===== src/hw/rtl/calendar_date_counter_assert.svh =====
// Assertion macros shared by the calendar date counter modules.
`ifndef CALENDAR_DATE_COUNTER_ASSERT_SVH
`define CALENDAR_DATE_COUNTER_ASSERT_SVH

// Same-cycle implication, checked out of reset.
`define CDC_ASSERT_NOW(lbl, ante, cons, msg) \
    lbl: assert property (@(posedge aclk) disable iff (!aresetn) (ante) |-> (cons)) \
        else $error(msg);

// Next-cycle implication, checked out of reset.
`define CDC_ASSERT_NEXT(lbl, ante, cons, msg) \
    lbl: assert property (@(posedge aclk) disable iff (!aresetn) (ante) |=> (cons)) \
        else $error(msg);

`endif


===== src/hw/rtl/cdc_pkg.sv =====
// Shared types, codes and calendar functions of the calendar date counter.
package cdc_pkg;

    localparam int DAY_COUNT_W     = 16;
    localparam int COUNT_WIDTH_DEF = 16;

    // Command codes
    localparam logic [1:0] CMD_SET   = 2'd0;
    localparam logic [1:0] CMD_STEP  = 2'd1;
    localparam logic [1:0] CMD_COUNT = 2'd2;

    // Result status codes
    localparam logic [2:0] STAT_OK        = 3'd0;
    localparam logic [2:0] STAT_BAD_MONTH = 3'd1;
    localparam logic [2:0] STAT_BAD_YEAR  = 3'd2;
    localparam logic [2:0] STAT_BAD_DAY   = 3'd3;
    localparam logic [2:0] STAT_OVERFLOW  = 3'd4;

    localparam logic [11:0] YEAR_LOW   = 12'd1900;
    localparam logic [11:0] YEAR_HIGH  = 12'd2100;
    localparam logic [11:0] YEAR_LAST  = 12'd4095;
    localparam logic [3:0]  MONTH_LAST = 4'd12;

    // Controller -> datapath
    typedef struct packed {
        logic load;
        logic set_date;
        logic advance;
        logic count_dec;
        logic flag_ovf;
        logic out_write;
    } ctrl_cmd_t;

    // Datapath -> controller
    typedef struct packed {
        logic [1:0] cmd;
        logic       cnt_zero;
        logic       at_end;
        logic       out_free;
    } ctrl_sts_t;

    // x divisible by 25, x < 1024; floor(x/25) = (x * 1311) >> 15 over this range
    function automatic logic mod25_zero(input logic [9:0] x);
        logic [20:0] prod;
        logic [5:0]  q;
        logic [9:0]  r;
        prod = {11'b0, x} * 21'd1311;
        q    = prod[20:15];
        r    = x - ({4'b0, q} * 10'd25);
        return (r == 10'd0);
    endfunction

    // Gregorian leap rule: 400 | y via 16 | y and 25 | y/16, 100 | y via 4 | y and 25 | y/4
    function automatic logic is_leap(input logic [11:0] y);
        logic div4;
        logic div100;
        logic div400;
        div4   = (y[1:0] == 2'b00);
        div100 = div4 && mod25_zero(y[11:2]);
        div400 = (y[3:0] == 4'b0000) && mod25_zero({2'b00, y[11:4]});
        return div400 || (div4 && !div100);
    endfunction

    function automatic logic [4:0] month_len(input logic [3:0] m, input logic [11:0] y);
        logic [4:0] len;
        case (m)
            4'd0:                       len = 5'd0;
            4'd2:                       len = is_leap(y) ? 5'd29 : 5'd28;
            4'd4, 4'd6, 4'd9, 4'd11:    len = 5'd30;
            default:                    len = 5'd31;
        endcase
        return len;
    endfunction

endpackage


===== src/hw/rtl/cdc_datapath.sv =====
// Datapath: date registers, day counter, status and output register.
`include "calendar_date_counter_assert.svh"

module cdc_datapath #(
    parameter int COUNT_WIDTH = cdc_pkg::COUNT_WIDTH_DEF
) (
    input  logic                                aclk,
    input  logic                                aresetn,
    input  cdc_pkg::ctrl_cmd_t                  cmd,
    output cdc_pkg::ctrl_sts_t                  sts,
    input  logic [1:0]                          in_cmd,
    input  logic [3:0]                          in_month,
    input  logic [4:0]                          in_day,
    input  logic [11:0]                         in_year,
    input  logic [cdc_pkg::DAY_COUNT_W-1:0]     in_count,
    input  logic                                out_ready,
    output logic                                out_valid,
    output logic [3:0]                          out_month,
    output logic [4:0]                          out_day,
    output logic [11:0]                         out_year,
    output logic [2:0]                          out_status
);
    import cdc_pkg::*;

    logic [3:0]             month_reg, month_next;
    logic [4:0]             day_reg, day_next;
    logic [11:0]            year_reg, year_next;
    logic [COUNT_WIDTH-1:0] cnt_reg, cnt_next, cnt_load;
    logic [1:0]             cmd_reg, cmd_next;
    logic [3:0]             nm_reg, nm_next;
    logic [4:0]             nd_reg, nd_next;
    logic [11:0]            ny_reg, ny_next;
    logic [2:0]             status_reg, status_next;
    logic                   out_valid_reg, out_valid_next;
    logic [3:0]             out_month_reg, out_month_next;
    logic [4:0]             out_day_reg, out_day_next;
    logic [11:0]            out_year_reg, out_year_next;
    logic [2:0]             out_status_reg, out_status_next;

    logic [4:0] len_cur, len_new;
    logic       roll_day;
    logic       m_ok, y_ok, d_ok;

    generate
        if (COUNT_WIDTH <= DAY_COUNT_W) begin : g_cnt_trunc
            assign cnt_load = in_count[COUNT_WIDTH-1:0];
        end else begin : g_cnt_ext
            assign cnt_load = {{(COUNT_WIDTH-DAY_COUNT_W){1'b0}}, in_count};
        end
    endgenerate

    always_comb begin
        len_cur  = month_len(month_reg, year_reg);
        roll_day = (day_reg >= len_cur);
        m_ok     = (nm_reg >= 4'd1) && (nm_reg <= MONTH_LAST);
        y_ok     = (ny_reg >= YEAR_LOW) && (ny_reg <= YEAR_HIGH);
        len_new  = month_len(nm_reg, ny_reg);
        d_ok     = (nd_reg >= 5'd1) && (nd_reg <= len_new);

        month_next      = month_reg;
        day_next        = day_reg;
        year_next       = year_reg;
        cnt_next        = cnt_reg;
        cmd_next        = cmd_reg;
        nm_next         = nm_reg;
        nd_next         = nd_reg;
        ny_next         = ny_reg;
        status_next     = status_reg;
        out_month_next  = out_month_reg;
        out_day_next    = out_day_reg;
        out_year_next   = out_year_reg;
        out_status_next = out_status_reg;

        if (cmd.load) begin
            cmd_next    = in_cmd;
            nm_next     = in_month;
            nd_next     = in_day;
            ny_next     = in_year;
            cnt_next    = cnt_load;
            status_next = STAT_OK;
        end

        // Fields that pass their check stay written even if a later one fails
        if (cmd.set_date) begin
            if (!m_ok) begin
                status_next = STAT_BAD_MONTH;
            end else begin
                month_next = nm_reg;
                if (!y_ok) begin
                    status_next = STAT_BAD_YEAR;
                end else begin
                    year_next = ny_reg;
                    if (!d_ok) begin
                        status_next = STAT_BAD_DAY;
                    end else begin
                        day_next = nd_reg;
                    end
                end
            end
        end

        // A stale day past the month length rolls like the last day
        if (cmd.advance) begin
            if (!roll_day) begin
                day_next = day_reg + 5'd1;
            end else if (month_reg < MONTH_LAST) begin
                month_next = month_reg + 4'd1;
                day_next   = 5'd1;
            end else begin
                year_next  = year_reg + 12'd1;
                month_next = 4'd1;
                day_next   = 5'd1;
            end
        end

        if (cmd.count_dec) begin
            cnt_next = cnt_reg - {{(COUNT_WIDTH-1){1'b0}}, 1'b1};
        end

        if (cmd.flag_ovf) begin
            status_next = STAT_OVERFLOW;
        end

        if (cmd.out_write) begin
            out_month_next  = month_reg;
            out_day_next    = day_reg;
            out_year_next   = year_reg;
            out_status_next = status_reg;
        end

        if (cmd.out_write) begin
            out_valid_next = 1'b1;
        end else if (out_ready) begin
            out_valid_next = 1'b0;
        end else begin
            out_valid_next = out_valid_reg;
        end
    end

    always_ff @(posedge aclk) begin
        if (!aresetn) begin
            month_reg     <= 4'd1;
            day_reg       <= 5'd1;
            year_reg      <= YEAR_LOW;
            out_valid_reg <= 1'b0;
        end else begin
            month_reg     <= month_next;
            day_reg       <= day_next;
            year_reg      <= year_next;
            out_valid_reg <= out_valid_next;
        end
        cnt_reg        <= cnt_next;
        cmd_reg        <= cmd_next;
        nm_reg         <= nm_next;
        nd_reg         <= nd_next;
        ny_reg         <= ny_next;
        status_reg     <= status_next;
        out_month_reg  <= out_month_next;
        out_day_reg    <= out_day_next;
        out_year_reg   <= out_year_next;
        out_status_reg <= out_status_next;
    end

    always_comb begin
        sts.cmd      = cmd_reg;
        sts.cnt_zero = (cnt_reg == '0);
        sts.at_end   = roll_day && (month_reg >= MONTH_LAST) && (year_reg >= YEAR_LAST);
        sts.out_free = !out_valid_reg || out_ready;
    end

    assign out_valid  = out_valid_reg;
    assign out_month  = out_month_reg;
    assign out_day    = out_day_reg;
    assign out_year   = out_year_reg;
    assign out_status = out_status_reg;

    `CDC_ASSERT_NOW(a_month_range, 1'b1, (month_reg >= 4'd1) && (month_reg <= MONTH_LAST), "stored month out of range")
    `CDC_ASSERT_NOW(a_dec_nonzero, cmd.count_dec, cnt_reg != '0, "day counter decremented at zero")

endmodule


===== src/hw/rtl/cdc_ctrl.sv =====
// Controller: sequences set, one-day step, counted advance and no-op.
`include "calendar_date_counter_assert.svh"

module cdc_ctrl (
    input  logic               aclk,
    input  logic               aresetn,
    input  logic               in_valid,
    output logic               in_ready,
    input  cdc_pkg::ctrl_sts_t sts,
    output cdc_pkg::ctrl_cmd_t cmd
);
    import cdc_pkg::*;

    localparam logic [1:0] S_IDLE = 2'd0;
    localparam logic [1:0] S_EXEC = 2'd1;
    localparam logic [1:0] S_DONE = 2'd2;

    logic [1:0] state_reg, state_next;

    always_comb begin
        state_next = state_reg;
        cmd        = '0;
        in_ready   = 1'b0;
        case (state_reg)
            S_IDLE: begin
                in_ready = 1'b1;
                if (in_valid) begin
                    cmd.load   = 1'b1;
                    state_next = S_EXEC;
                end
            end
            S_EXEC: begin
                case (sts.cmd)
                    CMD_SET: begin
                        cmd.set_date = 1'b1;
                        state_next   = S_DONE;
                    end
                    CMD_STEP: begin
                        if (sts.at_end) begin
                            cmd.flag_ovf = 1'b1;
                        end else begin
                            cmd.advance = 1'b1;
                        end
                        state_next = S_DONE;
                    end
                    CMD_COUNT: begin
                        if (sts.cnt_zero) begin
                            state_next = S_DONE;
                        end else if (sts.at_end) begin
                            cmd.flag_ovf = 1'b1;
                            state_next   = S_DONE;
                        end else begin
                            cmd.advance   = 1'b1;
                            cmd.count_dec = 1'b1;
                        end
                    end
                    default: begin
                        state_next = S_DONE;
                    end
                endcase
            end
            S_DONE: begin
                if (sts.out_free) begin
                    cmd.out_write = 1'b1;
                    state_next    = S_IDLE;
                end
            end
            default: begin
                state_next = S_IDLE;
            end
        endcase
    end

    always_ff @(posedge aclk) begin
        if (!aresetn) begin
            state_reg <= S_IDLE;
        end else begin
            state_reg <= state_next;
        end
    end

    `CDC_ASSERT_NOW(a_out_free, cmd.out_write, sts.out_free, "result written over a pending one")
    `CDC_ASSERT_NEXT(a_load_exec, cmd.load, state_reg == S_EXEC, "accepted command not executed")

endmodule


===== src/hw/rtl/calendar_date_counter.sv =====
// Top level of the calendar date counter: stream ports, controller and datapath.
//
// Keeps a Gregorian date (month, day, year; reset value 1 Jan 1900) and answers
// every input transfer with exactly one result transfer carrying the stored date
// after the command and a status code. Command 0 loads a date, checking the month
// (1-12), then the year (1900-2100), then the day against that month's length;
// fields that passed before a failure stay written. Command 1 advances one day.
// Command 2 advances day_count days (low COUNT_WIDTH bits), one day per clock in
// the datapath's increment logic. Command 3 does nothing. Past 31 Dec 4095 the
// date holds and status reads overflow; a counted advance drops the remaining days.
// Flow: one command is in flight at a time. Each command is accepted, executed
// (command 2 loops there over its days) and then handed off as a result; the
// hand-off waits while an older result is still unread. The result sits in an
// output register, so the next command is taken while a result still waits.
module calendar_date_counter #(
    parameter int COUNT_WIDTH = cdc_pkg::COUNT_WIDTH_DEF
) (
    input  logic        aclk,
    input  logic        aresetn,
    // Command channel
    input  logic        s_axis_tvalid,
    output logic        s_axis_tready,
    input  logic [39:0] s_axis_tdata,  // new_month[3:0], new_day[8:4], new_year[20:9],
                                       // day_count[36:21], zero[39:37]
    input  logic [1:0]  s_axis_tuser,  // cmd[1:0]
    // Result channel
    output logic        m_axis_tvalid,
    input  logic        m_axis_tready,
    output logic [23:0] m_axis_tdata   // cur_month[3:0], cur_day[8:4], cur_year[20:9],
                                       // status[23:21]
);
    import cdc_pkg::*;

    ctrl_cmd_t ctrl_cmd;
    ctrl_sts_t ctrl_sts;

    logic [3:0]  out_month;
    logic [4:0]  out_day;
    logic [11:0] out_year;
    logic [2:0]  out_status;

    // Sequencer: accept, execute (day by day for a counted advance), hand off result
    cdc_ctrl u_ctrl (
        .aclk     (aclk),
        .aresetn  (aresetn),
        .in_valid (s_axis_tvalid),
        .in_ready (s_axis_tready),
        .sts      (ctrl_sts),
        .cmd      (ctrl_cmd)
    );

    // Date registers, checks, day counter and result register
    cdc_datapath #(
        .COUNT_WIDTH (COUNT_WIDTH)
    ) u_datapath (
        .aclk       (aclk),
        .aresetn    (aresetn),
        .cmd        (ctrl_cmd),
        .sts        (ctrl_sts),
        .in_cmd     (s_axis_tuser),
        .in_month   (s_axis_tdata[3:0]),
        .in_day     (s_axis_tdata[8:4]),
        .in_year    (s_axis_tdata[20:9]),
        .in_count   (s_axis_tdata[36:21]),
        .out_ready  (m_axis_tready),
        .out_valid  (m_axis_tvalid),
        .out_month  (out_month),
        .out_day    (out_day),
        .out_year   (out_year),
        .out_status (out_status)
    );

    // Pack result fields, lowest field in the lowest bits
    assign m_axis_tdata = {out_status, out_year, out_day, out_month};

endmodule


===== config.mk =====
export PLATFORM = sky130hd
export DESIGN_NAME = calendar_date_counter
export DESIGN_NICKNAME = d
export VERILOG_FILES = /design/src/hw/rtl/cdc_pkg.sv /design/src/hw/rtl/cdc_datapath.sv /design/src/hw/rtl/cdc_ctrl.sv /design/src/hw/rtl/calendar_date_counter.sv
export VERILOG_INCLUDE_DIRS = /design/src /design/src/hw/rtl
export SDC_FILE = /design/constraint.sdc
export NUM_CORES = 1
export LEC_CHECK = 0
export ABC_AREA = 1
export ABC_CLOCK_PERIOD_IN_PS = 18720
export BUFFER_PORTS_ARGS = -buffer_cell sky130_fd_sc_hd__buf_2
export CORE_ASPECT_RATIO = 1.4
export CORE_UTILIZATION = 30
export CTS_BUF_LIST = sky130_fd_sc_hd__clkbuf_8 sky130_fd_sc_hd__clkbuf_16
export CTS_CLUSTER_DIAMETER = 80
export DETAILED_ROUTE_END_ITERATION = 8
export GPL_TIMING_DRIVEN = 0
export SYNTH_ARGS = -nofsm -noshare
export SYNTH_HDL_FRONTEND = slang
export SYNTH_SLANG_ARGS = --single-unit
export TNS_END_PERCENT = 50

===== constraint.sdc =====
create_clock -name aclk -period 18.72 [get_ports aclk]
set_input_delay 1.872 -clock aclk [delete_from_list [all_inputs] [get_ports aclk]]
set_output_delay 1.872 -clock aclk [all_outputs]
set_load 0.02 [all_outputs]

==> results of run 1 <==
==> kinds of logic after synthesis <==
kind of cell	after synthesis
fa+ha+maj	391
flops	90
compound gates	190
xor+xnor	65
simple gates	479
buf+inv	377
==> worst paths after layout <==
path / start / endpoint / slack [ns] / depth (start not counted)
worst max-delay path: u_datapath.year_reg[9] / u_datapath.cnt_reg[4] / 7.91 / 48
worst min-delay path: u_datapath.status_reg[1] / u_datapath.out_status[1] / 0.45 / 0
worst max register to register: u_datapath.year_reg[9] / u_datapath.cnt_reg[4] / 7.91 / 48
worst min register to register: u_datapath.status_reg[1] / u_datapath.out_status[1] / 0.45 / 0
==> layout make-up <==
class,count,area [sq um]
antenna,1,2.50
buffer,8,60.1
clock buffer,9,225
clock inverter,7,53.8
fill,4648,29400
inverter,369,1390
multi-input combinational,1125,9580
sequential,90,2430
tap,558,698
timing repair buffer,69,358
==> cells in the mapped netlist (all sizes together), types with 10 or more instances <==
cell    count  share of area (%)
o211ai     19                1.2
edfxtp     63                 14
nand2     248                7.3
xor2       48                3.1
nor2      103                3.3
xnor2      17                1.1
dfxtp      27                4.0
nand3      67                2.8
or2        10               0.46
a21oi      70                2.6
inv       367                 10
fa        100                 15
ha        291                 27
o21ai      52                1.9
nor3       24                1.1
nand4      11               0.51
==> stage by stage <==
stage | utilization (%) | cells
global placement | 32.8 | 2217
finish | 33.5 | 2236
detailed placement | 32.9 | 2219
floorplan | - | 1592
global route | 33.5 | 2236
CTS | 33.5 | 2235
==> report_power, final <==
group | total [W] | internal [W] | switching (W)
Clock | 0.000173 | 0.0000913 | 0.0000821
Sequential | 0.000237 | 0.000224 | 0.0000129
Combinational | 0.00171 | 0.000675 | 0.00103
Total | 0.00212 | 0.000990 | 0.00113
==> metal layers <==
layer	track usage [%]	vias to the layer above
met5	0	-
met4	4.89	0
met3	1.30	53
met2	26.9	161
met1	15.1	4950
li1	-	5311
==> critical path: cells and delay by family (launching register included) <==
kind	cells	cell delay, ns
adders and majority gates	11	5.00
xor gates and xnor gates	1	0.32
AOI/OAI and AO/OA	4	0.71
buffers and inverters	8	0.65
DFF	1	0.69
and+or+nand+nor	24	3.04
==> reports/summary.txt, run 1 <==
Main synth FF type: edfxtp_1
period utilization: 57.7%
setup_tns: 0 ns
clock root buffer: clkbuf_16
metal2 WL: 16300 um
yosys warns: 0
H-tree depth: 3
Fmax achieved: 92.5 MHz
gpl congestion: 0.881
Cells after Synth: 1592
max cap viols: 0
Arr. time, crit path: 10.78 ns
number of DRC markers in iteration 0: 435
number of global-route vias before repair: 10800
met3 wire length: 614 um
Syn Area/Cell: 8.46 sq um
share of cells above drive strength 1: 8.88%
Via density: 4.68
Worst Slack Setup Final: 7.91 ns
pre-CTS setup slack: 7.87 ns
via count: 10500
I/O pin count: 72
Initial Util: 30.5%
Final Hold Viols: 0
register area share after synthesis: 18.1%
Syn Std Cell Area: 13500 sq um
number of flip-flops under the largest register name: 16
max layer used: met4
leak pwr: 7.69 nW
XOR/XNOR Fraction of Synth Area: 4.23%
power density cells: 143 nW/um^2
worst-skew pair later-pin latency: 0.35 ns
CP max stage delay: 0.69 ns
Yosys reg bits: 90
CP startpoint kind: flip-flop
worst slew pin tran: 1.11 ns
first-pass GRT wire length: 50800 um
EDFF count, synth: 63
Placement Cell Area: 14500 sq um
CTS tree: done
die width: 181 um
CTS Buf Count: 9
mux share of post-synthesis cell area: 0%
Cell variety after synth: 57
clock buffer depth: 2
post-synthesis simple-gate area fraction: 16.2%
CORE AREA: 44200 sq um
commonest non-fill, non-tap cell in the layout: inv_1
Relative slew margins: 26.2%
Post-Synth Adder-Cell Area: 41.9%
row count: 91
clock skew: 0.0137 ns
Syn-to-layout area delta: 9.97%
antenna violations before repair: 1
Die Area: 45700 sq um
syn_nets: 2029
hold-fix buffers at CTS: 0
CP Max Fanout: 16
status: completed
port bufs: 67
Crit. End Element: flip-flop
Setup-failing EPs final: 0
critical path type: flip-flop to flip-flop
Hold Crit Class: flip-flop to flip-flop
register clock-pin slew on the reported worst setup and hold paths: 0.06 ns
Final Max Slew Viols: 0
cell area after layout: 14800 sq um
wire length on met1: 12300 um
CP max stage cell: dfxtp_1
CTS sink count: 90
final wirelength: 30100 um
wire per inst: 13.5 um
# nets final: 2109
complex-gate fraction of the synthesized area: 8.76%
total power: 0.00212 W
clock period minus worst slack: 10.81 ns
Post-DRT Antenna Nets: 0
global-route usage over all layers: 13.7%
DR DRC count: 0
RSZ-0062 raised after global routing: false
Resized Gates After CTS: 0
HPWL Detailed: 25900 um
largest net degree at the start of global routing: 25
1st-pass router iterations: 5
tightest hold margin: 0.453 ns
largest family of logic cells by synthesized area: adder cells
Die Y: 253 um
GRT Residual Overflow: 0
Post-synth ARST share: 0%
most frequent cells in the layout: 361 x inv_1, 291 x ha_1, 236 x nand2_1
cell mode on critical path: nand2_1
Required @ worst endpoint: 18.69 ns
Setup Buffers After CTS: 0
VDD IR max: 0.186 mV
No activity file was read; power rests on OpenSTA's default activity.
==> inputs of run 2 (changes only) <==
- ABC_CLOCK_PERIOD_IN_PS: 18720 -> 10400
- clock period: 18.72 -> 10.4 ns (I/O delays scaled with it)
==> run 2 against run 1 <==
  * Count of clock-buffer cells in the layout stayed put
  * Non-clock buffer count is 7 higher
  * Sequential cell count stayed put
  * Via count is 0.42% higher
  * Critical path type unchanged
  * Power is 81% higher
==> reports/summary.txt, run 2 (synthesized netlist as in run 1, its figures left out) <==
1st-pass router iterations: 5
HPWL Detailed: 25900 um
Required @ worst endpoint: 10.44 ns
Die Y: 253 um
worst slew pin tran: 1.11 ns
Multi-input gate area: 9660 sq um
clock buffer depth: 2
Setup-failing EPs final: 0
global-route usage over all layers: 13.7%
Hold Crit Class: flip-flop to flip-flop
setup_tns: 0 ns
Crit. End Element: flip-flop
Final Max Slew Viols: 0
Syn-to-layout area delta: 11.0%
commonest non-fill, non-tap cell in the layout: inv_1
CP max stage cell: fa_1
max cap viols: 0
power density cells: 256 nW/um^2
Post-DRT Antenna Nets: 0
die width: 181 um
clock share of power: 8.1%
DR DRC count: 0
register clock-pin slew on the reported worst setup and hold paths: 0.07 ns
largest net degree at the start of global routing: 25
Sequential Power Share: 11.1%
Arr. time, crit path: 9.79 ns
period utilization: 93.7%
port bufs: 67
most frequent cells in the layout: 360 x inv_1, 290 x ha_1, 235 x nand2_1
GRT Residual Overflow: 0
number of global-route vias before repair: 10800
CP Max Fanout: 16
Initial Util: 30.5%
number of flip-flops under the largest register name: 16
clock skew: 0.0142 ns
Fmax achieved: 103 MHz
Sw Pwr: 0.00204 W
sw frac: 53.2%
worst-skew pair later-pin latency: 0.35 ns
final wirelength: 30200 um
register area: 2450 sq um
pre-CTS setup slack: -0.452 ns
Die Area: 45700 sq um
cell mode on critical path: nand2_1
first-pass GRT wire length: 50800 um
Relative slew margins: 25.7%
clock root buffer: clkbuf_16
gpl congestion: 0.881
I/O pin count: 72
VDD IR max: 0.327 mV
Final Hold Viols: 0
leak pwr: 7.73 nW
share of cells above drive strength 1: 10.0%
wire per inst: 13.5 um
CTS Buf Count: 9
via count: 10500
critical path type: flip-flop to flip-flop
# nets final: 2116
Via density: 4.69
CTS tree: done
clock period minus worst slack: 9.75 ns
CTS sink count: 90
antenna violations before repair: 1
number of DRC markers in iteration 0: 469
combinational share of power: 80.8%
CORE AREA: 44200 sq um
Pint: 0.00179 W
Worst Slack Setup Final: 0.652 ns
status: completed
CP max stage delay: 0.57 ns
H-tree depth: 3
row count: 91
fill count: 4641
CP startpoint kind: flip-flop
run 2: timing repair:
item / 4_1_cts / 5_1_grt
hold buffers: 0 / 0
resized for setup: 6 / 16
endpoints found under the hold margin: 0 / 0
buffers inserted: 0 / 7
endpoints found under the setup margin: 16 / 52
run 2: metal layers:
metal | up-vias | share of wire (%) | track usage [%]
met5 | - | 0 | 0
met1 | 4997 | 41 | 15.1
met2 | 154 | 54 | 27.0
met3 | 44 | 1.8 | 1.28
met4 | 0 | 2.6 | 4.79
li1 | 5324 | - | -
run 2: critical path: cells and delay by family, from the launching register on:
| family | cells | cell delay [ns] |
|---|---|---|
| xor gates and xnor gates | 1 | 0.19 |
| adders and majority gates | 11 | 4.88 |
| AOI/OAI and AO/OA | 2 | 0.28 |
| buffers and inverters | 8 | 0.60 |
| and+or+nand+nor | 28 | 3.07 |
| DFF | 1 | 0.44 |
run 2: worst paths after layout:
| path | start | end | slack, ns | cells past startpoint |
|---|---|---|---|---|
| worst max-delay path | u_datapath.year_reg[10] | u_datapath.cnt_reg[3] | 0.65 | 50 |
| worst min register to register | u_datapath.status_reg[1] | u_datapath.out_status[1] | 0.45 | 0 |
| worst min-delay path | u_datapath.status_reg[1] | u_datapath.out_status[1] | 0.45 | 0 |
| worst max register to register | u_datapath.year_reg[10] | u_datapath.cnt_reg[3] | 0.65 | 50 |
run 2: power groups by stage:
stage / clock network, W / registers, W / logic (W)
global placement: 0 / 0.000434 / 0.00297
CTS: 0.000322 / 0.000426 / 0.00308
floorplan: 0 / 0.000427 / 0.00243
finish: 0.000312 / 0.000424 / 0.00309
detailed placement: 0 / 0.000434 / 0.00305
global route: 0.000334 / 0.000427 / 0.00362
run 2: layout make-up:
type / instances / share of cell area, %
multi-input cells: 1125 / 64.6
flip-flops and latches: 90 / 16.4
inverters: 369 / 9.34
well taps: 558 / 4.67
repair buffers: 76 / 2.75
clock buffers: 9 / 1.51
plain buffers: 8 / 0.402
clock inverters: 7 / 0.360
diodes: 1 / 0.0167
run 2: metrics by stage:
stage	total power, W	cell area [sq um]	utilization, %	hold WS, ns	std cells
6_report	0.00383	14900	33.8	0.453	2243
5_1_grt	0.00438	14900	33.8	0.470	2243
4_1_cts	0.00383	14800	33.5	0.459	2235
3_5_place_dp	0.00348	14500	32.9	0.437	2219
3_3_place_gp	0.00341	14500	32.8	0.436	2217
2_1_floorplan	0.00286	13500	-	0.408	1592
==> inputs of run 3 (changes only) <==
==> constraint.sdc (replaced) <==
create_clock -name aclk -period 10.4 [get_ports aclk]
set_input_delay 0 -clock aclk [delete_from_list [all_inputs] [get_ports aclk]]
set_output_delay 0 -clock aclk [all_outputs]
set_load 0.02 [all_outputs]
==> run 3 against run 2 <==
  * Wire length up 1.5%
  * Die area did not move
  * Combinational power hardly changed
  * Maximum frequency about the same
  * Critical endpoint is now u_datapath.cnt_reg[4]
  * Largest cell class unchanged
==> reports/summary.txt, run 3 (synthesized netlist as in run 1, its figures left out) <==
status: completed
cell mode on critical path: nand2_1
via count: 10700
DR DRC count: 0
H-tree depth: 3
sw frac: 53.1%
I/O pin count: 72
Fmax achieved: 103 MHz
port bufs: 67
1st-pass router iterations: 5
Die Y: 253 um
Sequential Power Share: 11.0%
Die Area: 45700 sq um
Sw Pwr: 0.00204 W
Post-DRT Antenna Nets: 0
clock buffer depth: 2
global-route usage over all layers: 13.9%
CP max stage cell: fa_1
# nets final: 2156
clock share of power: 8.1%
gpl congestion: 0.881
Initial Util: 30.5%
CTS Buf Count: 9
Crit. End Element: flip-flop
die width: 181 um
commonest non-fill, non-tap cell in the layout: inv_1
worst-skew pair later-pin latency: 0.35 ns
Required @ worst endpoint: 10.44 ns
number of flip-flops under the largest register name: 16
Final Hold Viols: 0
VDD IR max: 0.330 mV
Syn-to-layout area delta: 14.0%
Pint: 0.00180 W
HPWL Detailed: 25900 um
CTS tree: done
critical path type: flip-flop to flip-flop
setup_tns: 0 ns
final wirelength: 30700 um
period utilization: 93.8%
CORE AREA: 44200 sq um
Multi-input gate area: 9660 sq um
GRT Residual Overflow: 0
most frequent cells in the layout: 360 x inv_1, 290 x ha_1, 235 x nand2_1
total power: 0.00385 W
leak pwr: 7.89 nW
register area: 2450 sq um
Final Max Slew Viols: 0
number of DRC markers in iteration 0: 430
largest net degree at the start of global routing: 25
clock skew: 0.0139 ns
power density cells: 251 nW/um^2
row count: 91
CP Max Fanout: 16
antenna violations before repair: 0
clock period minus worst slack: 9.75 ns
CP max stage delay: 0.57 ns
Relative slew margins: 25.2%
clock root buffer: clkbuf_16
max cap viols: 0
worst slew pin tran: 1.12 ns
CP startpoint kind: flip-flop
register clock-pin slew on the reported worst setup and hold paths: 0.08 ns
combinational share of power: 80.8%
Inserted Diodes: 0
share of cells above drive strength 1: 9.80%
Arr. time, crit path: 9.79 ns
Via density: 4.70
Hold Crit Class: input pin to flip-flop
wire per inst: 13.5 um
Setup-failing EPs final: 0
first-pass GRT wire length: 51500 um
CTS sink count: 90
fill count: 4601
number of global-route vias before repair: 11000
-- run 3: changes by cell type in the layout (fill, tap and decap cells not counted), sizes merged --
cell,before,now
dlygate4sd3,0,40
diode,1,0
-- run 3: metrics by stage --
step | instances | hold WS [ns] | util [%] | instance area, sq um | worst slack [ns]
after CTS | 2275 | 0.0655 | 34.4 | 15200 | 0.122
after global placement | 2217 | 0.178 | 32.8 | 14500 | -0.337
after detailed placement | 2219 | 0.179 | 32.9 | 14500 | -0.452
final | 2282 | 0.0738 | 34.7 | 15300 | 0.649
after floorplan | 1592 | 0.0989 | - | 13500 | 1.05
after global routing | 2282 | 0.112 | 34.7 | 15300 | -0.0296
-- run 3: critical path, delay by kind of cell, from the launching register on --
family	cells	cell delay, ns
adders and majority gates	11	4.88
and+or+nand+nor	28	3.07
buffers and inverters	8	0.60
DFF	1	0.44
AOI/OAI and AO/OA	2	0.28
xor gates and xnor gates	1	0.19
-- run 3: path summary, 6_finish.rpt --
check / startpoint / to / slack, ns / depth (start not counted)
setup / recovery: u_datapath.year_reg[10] / u_datapath.cnt_reg[4] / 0.65 / 50
hold / removal: aresetn / u_datapath.year_reg[7] / 0.07 / 3
setup reg to reg: u_datapath.year_reg[10] / u_datapath.cnt_reg[4] / 0.65 / 50
hold reg to reg: u_datapath.status_reg[1] / u_datapath.out_status[1] / 0.45 / 0
-- run 3: final cells by class --
| class | count | area share, % |
|---|---|---|
| Tap cell | 558 | 4.55 |
| Sequential cell | 90 | 15.9 |
| Clock inverter | 7 | 0.351 |
| Clock buffer | 9 | 1.47 |
| Inverter | 369 | 9.10 |
| Buffer | 8 | 0.391 |
| Timing Repair Buffer | 116 | 5.28 |
| Multi-Input combinational cell | 1125 | 62.9 |
-- run 3: timing repair --
action                                  in CTS  in global routing
hold endpoints to repair                    41                  0
gates resized for setup                      6                 16
endpoints found under the setup margin      16                 52
hold buffers                                40                  0
setup buffers                                0                  7
-- run 3: layer usage --
layer	global-route usage, %	vias up	part of all wire, %
met5	0	-	0
met4	5.08	0	3.0
met3	1.31	56	2.0
met2	27.3	188	54
met1	15.3	5089	41
li1	-	5401	-
-- run 3: power by group through the flow --
stage	combinational [W]	sequential, W	clock, W
global placement	0.00297	0.000434	0
floorplan	0.00243	0.000427	0
detailed placement	0.00305	0.000434	0
CTS	0.00310	0.000426	0.000322
global route	0.00363	0.000427	0.000334
finish	0.00311	0.000424	0.000313
